===== config.mk =====
export PLATFORM = sky130hd
export DESIGN_NAME = reader_writer_lock_manager
export DESIGN_NICKNAME = d
export VERILOG_FILES = /design/src/hdl/rwlm_pkg.sv /design/src/hdl/reader_writer_lock_manager.sv /design/src/hdl/rwlm_datapath.sv /design/src/hdl/rwlm_ctrl.sv
export VERILOG_INCLUDE_DIRS = /design/src /design/src/hdl
export SDC_FILE = /design/constraint.sdc
export NUM_CORES = 1
export LEC_CHECK = 0
export BUFFER_PORTS_ARGS = -buffer_cell sky130_fd_sc_hd__clkbuf_2
export CAP_MARGIN = 20
export CORE_MARGIN = 8
export CORE_UTILIZATION = 28
export DETAILED_ROUTE_END_ITERATION = 10
export GPL_TIMING_DRIVEN = 0
export HOLD_SLACK_MARGIN = 0.08
export MAX_ROUTING_LAYER = met4
export PLACE_DENSITY = 0.42
export SYNTH_ARGS = -nofsm -noshare
export SYNTH_HDL_FRONTEND = slang
export SYNTH_HIERARCHICAL = 1
export SYNTH_SLANG_ARGS = --single-unit
export TNS_END_PERCENT = 100

===== constraint.sdc =====
create_clock -name clk -period 3.25 [get_ports clk]
set_input_delay 0.65 -clock clk [delete_from_list [all_inputs] [get_ports clk]]
set_output_delay 0.65 -clock clk [all_outputs]
set_load 0.005 [all_outputs]

===== src/hdl/assert_macros.svh =====
// Assertion helpers used by the lock manager RTL.
`ifndef ASSERT_MACROS_SVH
`define ASSERT_MACROS_SVH

// same-cycle implication
`define RWLM_ASSERT_NOW(label, clk, rst_n, ante, cons) \
	label: assert property (@(posedge clk) disable iff (!rst_n) (ante) |-> (cons)) \
		else $error("rwlm assertion failed");

// next-cycle implication
`define RWLM_ASSERT_NEXT(label, clk, rst_n, ante, cons) \
	label: assert property (@(posedge clk) disable iff (!rst_n) (ante) |=> (cons)) \
		else $error("rwlm assertion failed");

`endif


===== src/hdl/rwlm_pkg.sv =====
`timescale 1ns / 1ps

package rwlm_pkg;

	localparam int TASK_W        = 4;
	localparam int CMD_W         = 3;
	localparam int STS_W         = 3;
	localparam int NUM_IDS       = 1 << TASK_W;
	localparam int MAX_TASKS_DEF = 16;

	localparam logic [CMD_W-1:0] CMD_LOCK_EXCL   = 3'd0;
	localparam logic [CMD_W-1:0] CMD_LOCK_SHARED = 3'd1;
	localparam logic [CMD_W-1:0] CMD_TRY_EXCL    = 3'd2;
	localparam logic [CMD_W-1:0] CMD_TRY_SHARED  = 3'd3;
	localparam logic [CMD_W-1:0] CMD_UNLK_EXCL   = 3'd4;
	localparam logic [CMD_W-1:0] CMD_UNLK_SHARED = 3'd5;

	localparam logic [STS_W-1:0] ST_GRANTED  = 3'd0;
	localparam logic [STS_W-1:0] ST_QUEUED   = 3'd1;
	localparam logic [STS_W-1:0] ST_REFUSED  = 3'd2;
	localparam logic [STS_W-1:0] ST_RELEASED = 3'd3;
	localparam logic [STS_W-1:0] ST_IGNORED  = 3'd4;
	localparam logic [STS_W-1:0] ST_DEADLOCK = 3'd5;
	localparam logic [STS_W-1:0] ST_RESUMED  = 3'd6;

	typedef struct packed {
		logic [CMD_W-1:0]  command;
		logic [TASK_W-1:0] task_id;
	} req_t;

	typedef struct packed {
		logic [STS_W-1:0]  status;
		logic [TASK_W-1:0] result_task;
		logic              grant_shared;
		logic              last;
	} rsp_t;

	typedef struct packed {
		logic              shared;
		logic [TASK_W-1:0] task_id;
	} qent_t;

	// controller -> datapath
	typedef struct packed {
		logic accept;
		logic pop;
	} ctl_cmd_t;

	// datapath -> controller
	typedef struct packed {
		logic out_valid;
		logic need_resume;
		logic pop_last;
	} dp_sts_t;

endpackage


===== src/hdl/reader_writer_lock_manager.sv =====
`timescale 1ns / 1ps

// Reader-writer lock manager with a FIFO wait queue of MAX_TASKS entries. Each
// request item is decided in the cycle it is accepted and gives one result item
// from the output register; an unlock that frees the lock then resumes queued
// tasks, one result item per cycle while results are taken without stall (the
// head of the queue memory is read one entry ahead). Requests are stalled while
// resumed tasks are being emitted. The last field marks the final result of each
// request.
`include "assert_macros.svh"

module reader_writer_lock_manager #(
	parameter int MAX_TASKS = rwlm_pkg::MAX_TASKS_DEF
) (
	input  logic           clk,
	input  logic           arst_n,
	input  logic           req_valid,
	output logic           req_stall,
	input  rwlm_pkg::req_t req,
	output logic           rsp_valid,
	input  logic           rsp_stall,
	output rwlm_pkg::rsp_t rsp
);

	rwlm_pkg::ctl_cmd_t ctl_cmd;
	rwlm_pkg::dp_sts_t  dp_sts;

	rwlm_ctrl u_ctrl (
		.clk       (clk),
		.arst_n    (arst_n),
		.req_valid (req_valid),
		.req_stall (req_stall),
		.rsp_stall (rsp_stall),
		.sts       (dp_sts),
		.cmd       (ctl_cmd)
	);

	rwlm_datapath #(
		.MAX_TASKS (MAX_TASKS)
	) u_dp (
		.clk       (clk),
		.arst_n    (arst_n),
		.req       (req),
		.cmd       (ctl_cmd),
		.rsp_stall (rsp_stall),
		.sts       (dp_sts),
		.rsp       (rsp)
	);

	assign rsp_valid = dp_sts.out_valid;

	`RWLM_ASSERT_NOW(a_no_mix, clk, arst_n, ctl_cmd.pop, !ctl_cmd.accept && req_stall)
	`RWLM_ASSERT_NEXT(a_single, clk, arst_n, ctl_cmd.accept && !dp_sts.need_resume, rsp_valid && rsp.last)
	`RWLM_ASSERT_NEXT(a_multi, clk, arst_n, ctl_cmd.accept && dp_sts.need_resume, rsp_valid && !rsp.last && req_stall)
	`RWLM_ASSERT_NEXT(a_resume, clk, arst_n, ctl_cmd.pop, rsp_valid && rsp.status == rwlm_pkg::ST_RESUMED)

endmodule


===== src/hdl/rwlm_datapath.sv =====
`timescale 1ns / 1ps

module rwlm_datapath #(
	parameter int MAX_TASKS = rwlm_pkg::MAX_TASKS_DEF
) (
	input  logic               clk,
	input  logic               arst_n,
	input  rwlm_pkg::req_t     req,
	input  rwlm_pkg::ctl_cmd_t cmd,
	input  logic               rsp_stall,
	output rwlm_pkg::dp_sts_t  sts,
	output rwlm_pkg::rsp_t     rsp
);

	localparam int IW = $clog2(MAX_TASKS);
	localparam int CW = $clog2(MAX_TASKS + 1);
	localparam int NI = rwlm_pkg::NUM_IDS;
	localparam logic [IW-1:0] LAST_IDX = IW'(MAX_TASKS - 1);
	localparam logic [CW-1:0] FULL_CNT = CW'(MAX_TASKS);
	localparam logic [IW:0]   DEPTH    = (IW+1)'(MAX_TASKS);

	function automatic logic [IW-1:0] wrap_inc(input logic [IW-1:0] a);
		wrap_inc = (a == LAST_IDX) ? '0 : a + 1'b1;
	endfunction

	logic                        excl_q;
	logic [rwlm_pkg::TASK_W-1:0] writer_q;
	logic [NI-1:0]               readers_q;
	logic [IW-1:0]               head_q;
	logic [CW-1:0]               count_q;
	logic                        rsp_valid_q;
	rwlm_pkg::rsp_t              rsp_q;
	rwlm_pkg::qent_t             mem [MAX_TASKS];
	rwlm_pkg::qent_t             rd0_q;
	rwlm_pkg::qent_t             rd1_q;

	logic [NI-1:0]               tbit;
	logic [NI-1:0]               pbit;
	logic                        is_free;
	logic                        can_join;
	logic                        full;
	logic [rwlm_pkg::STS_W-1:0]  st;
	logic                        shr;
	logic                        set_w;
	logic                        clr_w;
	logic                        set_r;
	logic                        clr_r;
	logic                        want_q;
	logic                        enq;
	logic                        resume;
	logic [IW:0]                 tsum;
	logic [IW-1:0]               tail;
	logic [IW-1:0]               head_nxt;
	logic                        pop_last;

	always_comb begin
		tbit     = {{(NI-1){1'b0}}, 1'b1} << req.task_id;
		pbit     = {{(NI-1){1'b0}}, 1'b1} << rd0_q.task_id;
		is_free  = !excl_q && (readers_q == '0);
		can_join = is_free || (!excl_q && (count_q == '0));
		full     = (count_q == FULL_CNT);
		st       = rwlm_pkg::ST_IGNORED;
		shr      = 1'b0;
		set_w    = 1'b0;
		clr_w    = 1'b0;
		set_r    = 1'b0;
		clr_r    = 1'b0;
		want_q   = 1'b0;
		resume   = 1'b0;
		unique case (req.command)
			rwlm_pkg::CMD_LOCK_EXCL: begin
				if (is_free) begin
					st    = rwlm_pkg::ST_GRANTED;
					set_w = 1'b1;
				end else if ((excl_q && writer_q == req.task_id) ||
						(!excl_q && (readers_q & tbit) != '0)) begin
					st = rwlm_pkg::ST_DEADLOCK;
				end else begin
					want_q = 1'b1;
				end
			end
			rwlm_pkg::CMD_LOCK_SHARED: begin
				if (can_join) begin
					st    = rwlm_pkg::ST_GRANTED;
					shr   = 1'b1;
					set_r = 1'b1;
				end else begin
					want_q = 1'b1;
				end
			end
			rwlm_pkg::CMD_TRY_EXCL: begin
				if (is_free) begin
					st    = rwlm_pkg::ST_GRANTED;
					set_w = 1'b1;
				end else begin
					st = rwlm_pkg::ST_REFUSED;
				end
			end
			rwlm_pkg::CMD_TRY_SHARED: begin
				if (can_join) begin
					st    = rwlm_pkg::ST_GRANTED;
					shr   = 1'b1;
					set_r = 1'b1;
				end else begin
					st = rwlm_pkg::ST_REFUSED;
				end
			end
			rwlm_pkg::CMD_UNLK_EXCL: begin
				if (excl_q && writer_q == req.task_id) begin
					st     = rwlm_pkg::ST_RELEASED;
					clr_w  = 1'b1;
					resume = (count_q != '0);
				end
			end
			rwlm_pkg::CMD_UNLK_SHARED: begin
				if (!excl_q && (readers_q & tbit) != '0) begin
					st     = rwlm_pkg::ST_RELEASED;
					clr_r  = 1'b1;
					resume = ((readers_q & ~tbit) == '0) && (count_q != '0);
				end
			end
			default: begin
				st = rwlm_pkg::ST_IGNORED;
			end
		endcase
		enq = want_q && !full;
		if (want_q) begin
			st = full ? rwlm_pkg::ST_REFUSED : rwlm_pkg::ST_QUEUED;
		end
		shr = shr && !want_q;
	end

	assign tsum     = {1'b0, head_q} + (IW+1)'(count_q);
	assign tail     = (tsum >= DEPTH) ? IW'(tsum - DEPTH) : tsum[IW-1:0];
	assign head_nxt = cmd.pop ? wrap_inc(head_q) : head_q;
	assign pop_last = !rd0_q.shared || (count_q == CW'(1)) || !rd1_q.shared;

	always_ff @(posedge clk or negedge arst_n) begin
		if (!arst_n) begin
			excl_q      <= 1'b0;
			writer_q    <= '0;
			readers_q   <= '0;
			head_q      <= '0;
			count_q     <= '0;
			rsp_valid_q <= 1'b0;
		end else begin
			if (cmd.accept) begin
				if (set_w) begin
					excl_q   <= 1'b1;
					writer_q <= req.task_id;
				end
				if (clr_w) begin
					excl_q <= 1'b0;
				end
				if (set_r) begin
					readers_q <= readers_q | tbit;
				end
				if (clr_r) begin
					readers_q <= readers_q & ~tbit;
				end
				if (enq) begin
					count_q <= count_q + 1'b1;
				end
			end
			if (cmd.pop) begin
				head_q  <= head_nxt;
				count_q <= count_q - 1'b1;
				if (rd0_q.shared) begin
					readers_q <= readers_q | pbit;
				end else begin
					excl_q   <= 1'b1;
					writer_q <= rd0_q.task_id;
				end
			end
			if (cmd.accept || cmd.pop) begin
				rsp_valid_q <= 1'b1;
			end else if (!rsp_stall) begin
				rsp_valid_q <= 1'b0;
			end
		end
	end

	// wait queue: write at tail, read head and head+1 ahead of the pop
	always_ff @(posedge clk) begin
		if (cmd.accept && enq) begin
			mem[tail] <= '{shared: req.command[0], task_id: req.task_id};
		end
		rd0_q <= mem[head_nxt];
		rd1_q <= mem[wrap_inc(head_nxt)];
	end

	always_ff @(posedge clk) begin
		if (cmd.accept) begin
			rsp_q <= '{status: st, result_task: req.task_id, grant_shared: shr,
				last: !resume};
		end else if (cmd.pop) begin
			rsp_q <= '{status: rwlm_pkg::ST_RESUMED, result_task: rd0_q.task_id,
				grant_shared: rd0_q.shared, last: pop_last};
		end
	end

	assign sts.out_valid   = rsp_valid_q;
	assign sts.need_resume = resume;
	assign sts.pop_last    = pop_last;
	assign rsp             = rsp_q;

endmodule


===== src/hdl/rwlm_ctrl.sv =====
`timescale 1ns / 1ps

module rwlm_ctrl (
	input  logic               clk,
	input  logic               arst_n,
	input  logic               req_valid,
	output logic               req_stall,
	input  logic               rsp_stall,
	input  rwlm_pkg::dp_sts_t  sts,
	output rwlm_pkg::ctl_cmd_t cmd
);

	typedef enum logic [1:0] {
		S_IDLE   = 2'b01,
		S_RESUME = 2'b10
	} state_t;

	state_t state_q;
	state_t state_d;
	logic   out_free;

	assign out_free = !sts.out_valid || !rsp_stall;

	always_comb begin
		state_d    = state_q;
		req_stall  = 1'b1;
		cmd.accept = 1'b0;
		cmd.pop    = 1'b0;
		unique case (state_q)
			S_IDLE: begin
				req_stall  = !out_free;
				cmd.accept = req_valid && out_free;
				if (cmd.accept && sts.need_resume) begin
					state_d = S_RESUME;
				end
			end
			S_RESUME: begin
				cmd.pop = out_free;
				if (cmd.pop && sts.pop_last) begin
					state_d = S_IDLE;
				end
			end
			default: begin
				state_d = S_IDLE;
			end
		endcase
	end

	always_ff @(posedge clk or negedge arst_n) begin
		if (!arst_n) begin
			state_q <= S_IDLE;
		end else begin
			state_q <= state_d;
		end
	end

endmodule


After elaboration in Yosys (flattened, before gate mapping)

Memory sizes are Yosys's and may differ from the RTL's. A register that Yosys moved wholly into a read port is not among the register bits.
Index checks and enable logic that the tools add are counted.

Output and inout bits: 11
Bits in writable memories: 80
Memory bits (read-only): 0
Latch bits: 0
Flip-flop bits (word level): 42
Memories: 1
Logic and storage cells: 137

Reduce and logical (&&, ||, !) cells: 38
Muxes and demuxes: 58
Bitwise gates (word level): 5
$lt $le $gt $ge: 1
Shift-type cells: 2
Divide/modulo/power cells: 0
Add/sub/neg operators: 6
Eq/ne operators: 15
Multiply operators: 0

Memory list:

| name     | depth | width | rd ports | clocked after memory_dff | write ports | line                | RTL |
|---|---|---|---|---|---|---|---|
| u_dp.mem | 16    | 5     | 2        | 2                        | 1           | rwlm_datapath.sv:33 | `rwlm_pkg::qent_t mem [MAX_TASKS];` |

Operators by type and width:

| cell                   | number |
|---|---|
| $mux W16               | 5 |
| $and A16 B16 Y16       | 2 |
| $logic_not A16 Y1      | 2 |
| $mux W4                | 8 |
| $or A16 B16 Y16        | 2 |
| $shl A1 B4 Y16 const A | 2 |
| $mux W1                | 26 |
| $mux W9                | 2 |
| $pmux W3 S6            | 1 |
| $not A16 Y16           | 1 |
| $reduce_bool A16 Y1    | 1 |
| $mux W3                | 5 |
| $mux W5                | 3 |
| $logic_and A1 B1 Y1    | 11 |
| $mux W2                | 5 |
| $logic_not A1 Y1       | 9 |
| $add A4 B1 Y4 const B  | 2 |
| $eq A4 B4 Y1 const B   | 2 |
| $eq A3 B2 Y1 const B   | 2 |
| $eq A3 B3 Y1 const B   | 2 |
| $logic_or A1 B1 Y1     | 6 |
| $ne A2 B1 Y1 const B   | 3 |
| $add A4 B5 Y5          | 1 |
| $add A5 B1 Y5 const B  | 1 |
| other kinds (17)       | 21 |

Logic depth before layout (Yosys ltp)

Gate-level depths: netlist of run 1.

Depth after elaboration: 12
Mapped depth: 15
Mapped depth without buffers: 12

Modules after synthesis

Netlist of run 1, hierarchy kept.

Modules (own cells, without submodules):

| module        | instances | sequential area each (sq um) | area an instance (sq um) | cells each |
|---|---|---|---|---|
| rwlm_datapath | 1         | 3568.4                       | 6545.0                   | 517 |
| rwlm_ctrl     | 1         | 51.3                         | 127.6                    | 12 |

Least setup slack after synthesis of run 1

No wires, ideal clock.

Kind: input to register
From: input port rsp_stall
To: register, netlist name u_dp/rd1_q[4]
Stages on the path: 13
Path slack: 19 ps
Buffers on the path: 3
Arrival time: 3125 ps
Cell sequence: and2_4 -> nor2_1 -> buf_2 -> mux2_2 -> clkbuf_1 -> ha_1 -> clkbuf_1 -> nand3_1 -> mux2i_1 -> a221oi_1 -> and3_1 -> or4_1 -> o311ai_0

RTL lines:

| what        | line                             | RTL |
|---|---|---|
| from (decl) | reader_writer_lock_manager.sv:21 | `input logic rsp_stall,` |

Final worst setup path of run 1

From: input port req[3] in the netlist's numbering
To: memory u_dp/mem[3][1] in the netlist's numbering (enable)

Word-level cells in the longest chain between the ends: 12
Elaborated cells between the ends (all ways): 14

RTL lines:

| what                            | line                             | RTL |
|---|---|---|
| from (decl)                     | reader_writer_lock_manager.sv:19 | `input rwlm_pkg::req_t req,` |
| $shl A1 B4 Y16                  | rwlm_datapath.sv:57              | `tbit = {{(NI-1){1'b0}}, 1'b1} << req.task_id;` |
| $and A16 B16 Y16                | rwlm_datapath.sv:76              | `(!excl_q && (readers_q & tbit) != '0)) begin` |
| $reduce_bool A16 Y1             | rwlm_datapath.sv:76              |  |
| $logic_and A1 B1 Y1             | rwlm_datapath.sv:76              |  |
| $logic_or A1 B1 Y1 *            | rwlm_datapath.sv:75              | `end else if ((excl_q && writer_q == req.task_id) \|\|` |
| $mux W1 *                       | rwlm_datapath.sv:75              |  |
| $mux W1 *                       | rwlm_datapath.sv:72              | `if (is_free) begin` |
| $pmux W1 S2 *                   | rwlm_datapath.sv:70              | `unique case (req.command)` |
| $logic_and A1 B1 Y1 *           | rwlm_datapath.sv:126             | `enq = want_q && !full;` |
| $logic_and A1 B1 Y1 *           | rwlm_datapath.sv:185             | `if (cmd.accept && enq) begin` |
| $mux W1 *                       | rwlm_datapath.sv:185             |  |
| $mux W1 (not written as such) * | rwlm_datapath.sv:186             | `mem[tail] <= '{shared: req.command[0], task_id: req.task_id};` |
| to (decl)                       | rwlm_datapath.sv:33              |  |

Every way passes the cells marked *; elsewhere a longest branch is shown, timed or not.

==> results.sh, run 1 <==
export IMPL_drcViolationCount=0
export IMPL_async_reset_ff_share_pct=25.8
export IMPL_netlist_area_um2=6670
export IMPL_final_antenna_net_count=0
export IMPL_numCtsBuffers=17
export IMPL_setup_worst_path_class="input pin to flop"
export IMPL_final_util_pct=33.8
export IMPL_skew_ns=0.00854
export IMPL_grt_usage_pct=13.4
export IMPL_worst_slew_pin_slew_ns=0.935
export IMPL_clock_path_buffers=2
export IMPL_synth_warnings=6
export IMPL_slew_headroom_pct=37.7
export IMPL_post_route_min_period_ns=3.12
export IMPL_core_area_um2=23400
export IMPL_cts_sinks=128
export IMPL_synth_edf_count=89
export IMPL_tns_ns=0
export IMPL_row_count=56
export IMPL_syn_num_nets=549
export IMPL_antenna_diode_count=0
export IMPL_cp_max_fo=22
export IMPL_maxClockFrequency_mhz=320
export IMPL_p_sw_share_pct=27.3
export IMPL_synth_cell_type_count=77
export IMPL_timing_final_ws_setup_ns=0.129
export IMPL_switchingPower_uw=1200
export IMPL_overflow=0
export IMPL_viasPerCell=5.18
export IMPL_place_ws_ns=-1.13
export IMPL_root_buffer="clkbuf_16"
export IMPL_area_delta_synth_final_pct=18.7
export IMPL_setup_viol=0
export IMPL_die_h_um=170
export IMPL_dr_pass1_iters=5
export IMPL_design_die_area_um2=29000
export IMPL_seqPwrFrac_pct=43.4
export IMPL_io_buffers=21
export IMPL_maxCapViolCount=0
export IMPL_crit_arrival_ns=3.22
export IMPL_clk_pin_slew_ns=0.06
export IMPL_clk_latency_ns=0.42
export IMPL_grt_pass1_wl_um=28700
export IMPL_final_layout_size_suffix_gt1_share_pct=26.6
export IMPL_pin_count=22
export IMPL_rsz0062_at_grt="false"
export IMPL_critPathCaptureType="flop"
export IMPL_initial_core_util_pct=28.5
export IMPL_synth_seq_cells=128
export IMPL_hold_viol=0
export IMPL_avgSynthCellArea_um2=12.6
export IMPL_yosys_top_cells_area="edfxtp_1 (40%), dfrtp_1 (12%), mux4_2 (8.8%)"
export IMPL_power_density_nw_per_um2=556
export IMPL_cp_required_ns=3.35
export IMPL_die_w_um=170
export IMPL_pwr_share_clk_pct=42.0
export IMPL_hpwl_um=12900
export IMPL_routed_wl_um=18100
export IMPL_globalplace_congestion=0.825
export IMPL_htreeDepth=4
export IMPL_outcome="completed"
export IMPL_synth_top_area_share_pct=40.1
export IMPL_p_leak_uw=0.00276
export IMPL_yosysTopAreaCell="edfxtp_1"
export IMPL_reg2reg_depth=12
export IMPL_startpoint_type="input pin"
export IMPL_via_count=4658
export IMPL_synth_flop_cell="edfxtp_1"
export IMPL_placed_cells=869
export IMPL_route_detailed_wl_per_inst_um=20.2
export IMPL_netlist_instances=529
export IMPL_ir_drop_mv=0.223
export IMPL_hp_class="input pin to asynchronous set/reset pin"
export IMPL_grt_max_degree=34
export IMPL_dr_first_iter_drc_count=340
export IMPL_cts_tree="done"
export IMPL_ys_seq_area_share_pct=54.2
export IMPL_drv_slew=0
export IMPL_fin_nets=588
export IMPL_period_share_pct=96.0
export IMPL_grt_pass1_vias=4827
export IMPL_internal_power_uw=3200
export IMPL_antenna_found_initial=0
export IMPL_final_cells=899
export IMPL_pwr_share_comb_pct=14.6
[cells in the mapped netlist (3+ instances only)]
| cell | n |
|---|---|
| a221oi_1 | 3 |
| a31o_2 | 5 |
| nor4b_1 | 4 |
| a31oi_1 | 26 |
| mux4_2 | 26 |
| nor3_1 | 6 |
| nand4_1 | 3 |
| dfrtp_1 | 32 |
| nand3_2 | 4 |
| nor2_1 | 33 |
| nand2b_1 | 5 |
| clkbuf_1 | 15 |
| buf_4 | 6 |
| buf_2 | 12 |
| nand2_1 | 27 |
| a211oi_1 | 4 |
| a21oi_1 | 16 |
| o21ai_0 | 16 |
| nand3_1 | 14 |
| o22ai_1 | 4 |
| mux2_2 | 10 |
| dfxtp_1 | 6 |
| inv_1 | 15 |
| nor2b_1 | 13 |
| a21o_1 | 8 |
| a21boi_0 | 3 |
| and3_1 | 5 |
| edfxtp_1 | 89 |
| mux2i_1 | 8 |
| and2_1 | 6 |
| and3b_1 | 6 |
| a32oi_1 | 9 |
| ha_1 | 8 |
| o211ai_1 | 3 |
| o311ai_0 | 3 |
| o32ai_1 | 3 |
| nor3b_1 | 3 |
| nand3b_1 | 6 |
| xnor2_1 | 11 |
| nor4_1 | 5 |
[what timing repair did]
action / in CTS / in global routing
setup endpoints to repair: 81 / 97
gates resized for setup: 23 / 33
pin swaps: 1 / 1
cloned: 0 / 0
buffers inserted: 1 / 0
hold buffers: 0 / 0
[layer usage]
metal	share of wire (%)	vias to the layer above	wire length [um]	track usage [%]
li1	-	2160	-	-
met1	46	2388	8410	16.8
met2	48	87	8740	21.4
met3	3.7	23	676	2.66
met4	1.6	0	286	4.61
met5	0	-	0	-
[worst paths after layout]
| check | startpoint | to | slack [ns] |
|---|---|---|---|
| min in group clk | rsp_stall | u_dp/rsp_valid_q | 0.48 |
| hold reg to reg | u_dp/rsp_valid_q | u_dp/rsp_valid_q | 0.49 |
| setup / recovery | req[3] | u_dp/mem[3][1] | 0.13 |
| setup reg to reg | u_dp/rsp_valid_q | u_dp/rd1_q[4] | 0.16 |
| max in group asynchronous | arst_n | u_dp/writer_q[3] | 2.30 |
| hold / removal | arst_n | u_ctrl/state_q[1] | 0.37 |
[worst max-delay path, cell delays in order]
cell,delay [ns]
clkbuf_4,0.28
mux2_2,0.37
a222oi_1,0.49
a311oi_1,0.24
nor4_2,0.41
buf_6,0.21
nand3_2,0.26
nor2_4,0.30
[stage by stage]
step | power, uW | hold slack, ns | cell area [um^2]
floorplan | 2330 | 0.354 | 6670
global placement | 2520 | 0.465 | 7180
detailed placement | 2530 | 0.495 | 7180
CTS | 4420 | 0.398 | 7810
global route | 4610 | 0.433 | 7920
finish | 4410 | 0.366 | 7920
[sequential cells by signal, indices dropped and copies added (netlist names)]
register          cells
u_dp/readers_q       16
u_dp/rsp              9
u_dp/excl_q           1
u_dp/head_q           4
u_dp/count_q          5
u_dp/mem             80
u_dp/rd0_q            5
u_ctrl/state_q        2
u_dp/rsp_valid_q      1
u_dp/rd1_q            1
u_dp/writer_q         4
[layout make-up]
| class | instances | area [um^2] |
|---|---|---|
| Buffer | 34 | 198 |
| Clock buffer | 17 | 425 |
| Clock inverter | 14 | 143 |
| Fill cell | 2356 | 15500 |
| Inverter | 17 | 63.8 |
| Multi-Input combinational cell | 348 | 2950 |
| Sequential cell | 128 | 3620 |
| Tap cell | 319 | 399 |
| Timing Repair Buffer | 22 | 123 |
[cells by family after synthesis]
logic type               share of synthesized area, %
AO/OA/AOI/OAI                                    12.9
XOR/XNOR                                         1.71
adder cells (fa/ha/maj)                          1.80
buffers and inverters                            3.66
flip-flops                                       54.2
multiplexers                                     12.0
AND/OR/NAND/NOR                                  13.7
[power groups by stage]
stage / Clock, uW / Sequential [uW] / Combinational (uW)
2_1_floorplan: 0 / 1910 / 417
3_3_place_gp: 0 / 1940 / 574
3_5_place_dp: 0 / 1940 / 586
4_1_cts: 1900 / 1910 / 608
5_1_grt: 1980 / 1920 / 708
6_report: 1850 / 1910 / 645
[layout by cell type (no fill, tap or decap), drive strengths merged, types with 6 or more instances in the layout]
cell and instances:
buf 21, nor3 6, nor2 34, nand3b 6, clkinv 6, nand2 27, and2 7, dfxtp 6
mux4 26, nand2b 6, a21o 8, o21ai 16, nor2b 13, nand3 18, inv 19, mux2i 8
edfxtp 89, clkbuf 52, a31oi 26, a21oi 17, xnor2 11, a32oi 9, mux2 12, dfrtp 32
and3b 6, ha 8, nor4 7
Power figures use the tool's default switching activity.
==> run 2, diff against run 1 <==
RECOVER_POWER = 50   (was default)
==> run 2 against run 1 <==
Net effect: worst hold slack improved by 0.11 ns; clock-buffer cell count stayed put; power barely moved; combinational power is essentially flat; largest cell class unchanged; register-to-register slack about the same; the run now ends with max-capacitance violations, max-slew violations left; via count grew 0.39%; die area did not move; sequential cell count is the same; setup slack worse by 0.0050 ns; global-route usage did not move; highest routed layer unchanged.
==> results.sh, run 2 (synthesis results as in run 1) <==
export IMPL_grt_pass1_vias=4827
export IMPL_placement_cell_area_um2=7180
export IMPL_min_from="rsp_stall"
export IMPL_final_area_um2=7900
export IMPL_dr_first_iter_drc_count=341
export IMPL_maxCapViolCount=1
export IMPL_route_detailed_wl_per_inst_um=20.2
export IMPL_nFillCells=2360
export IMPL_mostFrequentLayoutCells="edfxtp_1 (89), dfrtp_1 (32), nand2_1 (27)"
export IMPL_viasPerCell=5.20
export IMPL_holdBufCountCts=0
export IMPL_layout_commonest_cell="edfxtp_1"
export IMPL_grt_pass1_wl_um=28700
export IMPL_fin_hold_ws_ns=0.476
export IMPL_multi_input_area_um2=2950
export IMPL_crit_arrival_ns=3.23
export IMPL_final_layout_size_suffix_gt1_share_pct=24.7
export IMPL_skew_ns=0.00854
export IMPL_period_share_pct=96.2
export IMPL_regMostFlops="u_dp/mem"
export IMPL_drcViolationCount=0
export IMPL_die_h_um=170
export IMPL_antenna_found_initial=0
export IMPL_outcome="complete, but fails checks"
export IMPL_clk_latency_ns=0.42
export IMPL_row_count=56
export IMPL_drv_slew=34
export IMPL_place_ws_ns=-1.13
export IMPL_initial_core_util_pct=28.5
export IMPL_setup_viol=0
export IMPL_hpwl_um=12900
export IMPL_startpoint_type="input pin"
export IMPL_fin_nets=588
export IMPL_largest_register_ffs=80
export IMPL_timing_final_ws_setup_ns=0.124
export IMPL_cp_startpoint="req[3]"
export IMPL_ir_drop_mv=0.223
export IMPL_grt_usage_pct=13.4
export IMPL_final_antenna_net_count=0
export IMPL_clk_pin_slew_ns=0.06
export IMPL_violations="max-capacitance violations, max-slew violations"
export IMPL_routed_wl_um=18100
export IMPL_grt_max_degree=34
export IMPL_cts_sinks=128
export IMPL_root_buffer="clkbuf_16"
export IMPL_power_density_nw_per_um2=557
export IMPL_numCtsBuffers=17
export IMPL_post_route_min_period_ns=3.13
export IMPL_design_die_area_um2=29000
export IMPL_hold_viol=0
export IMPL_via_count=4676
export IMPL_cts_tree="done"
export IMPL_globalplace_congestion=0.825
export IMPL_rsz0062_at_grt="false"
export IMPL_overflow=0
export IMPL_setup_worst_path_class="input pin to flop"
export IMPL_pin_count=22
export IMPL_dr_pass1_iters=5
export IMPL_r2r_start="u_dp/rsp_valid_q"
export IMPL_power_uw=4400
export IMPL_critPathCaptureType="flop"
export IMPL_final_util_pct=33.8
export IMPL_io_buffers=21
export IMPL_slew_headroom_pct=-33.7
export IMPL_hp_class="input pin to flop"
export IMPL_area_delta_synth_final_pct=18.4
export IMPL_cp_max_fo=22
export IMPL_p_leak_uw=0.00273
export IMPL_core_area_um2=23400
export IMPL_htreeDepth=4
export IMPL_seq_area_um2=3620
export IMPL_maxClockFrequency_mhz=320
export IMPL_worst_slew_pin_slew_ns=2.01
export IMPL_die_w_um=170
export IMPL_antenna_diode_count=0
export IMPL_cp_required_ns=3.35
export IMPL_clock_path_buffers=2
-- run 2: per-layer routing --
layer  up-vias  track usage, %  share of wire (%)
li1       2157               -                  -
met1      2400            16.8                 46
met2        96            21.4                 48
met4         0            4.61                1.6
met3        23            2.66                3.8
met5         -               -                  0
-- run 2: critical path: stages --
cell and delay [ns]:
clkbuf_4 0.28, mux2_2 0.37, a222oi_1 0.49, a311oi_1 0.24
nor4_2 0.41, buf_6 0.21, nand3_2 0.26, nor2_4 0.30
-- run 2: final cells by class --
class | instances | area share [%]
tap | 319 | 5.05
clock buffer | 17 | 5.38
multi-input combinational | 348 | 37.3
timing repair buffer | 22 | 1.41
buffer | 34 | 2.45
inverter | 17 | 0.807
sequential | 128 | 45.8
clock inverter | 14 | 1.80
-- run 2: where the power goes --
| part | total [uW] | internal (uW) | switching (uW) |
|---|---|---|---|
| registers | 1910 | 1830 | 84.1 |
| clock network | 1850 | 1120 | 728 |
| logic | 642 | 251 | 391 |
-- run 2: timing repair --
action / CTS / global route
setup endpoints to repair: 81 / 97
gates resized for setup: 23 / 33
pin swaps: 1 / 1
buffers inserted: 1 / 0
-- run 2: through the flow --
step,setup TNS [ns],std cells
5_1_grt,0,899
3_3_place_gp,-52.93,869
6_report,0,899
2_1_floorplan,0,529
4_1_cts,0,899
3_5_place_dp,-54.65,869
-- run 2: final timing paths --
| kind | cells past startpoint | slack [ns] | end |
|---|---|---|---|
| min in group asynchronous | 1 | 0.80 | u_ctrl/state_q[1] |
| min | 2 | 0.48 | u_dp/rsp_valid_q |
| max in group asynchronous | 1 | 1.30 | u_dp/writer_q[3] |
| min reg2reg | 1 | 0.49 | u_dp/rsp_valid_q |
| max reg2reg | 12 | 0.17 | u_dp/rd1_q[4] |
| max | 8 | 0.12 | u_dp/mem[3][1] |
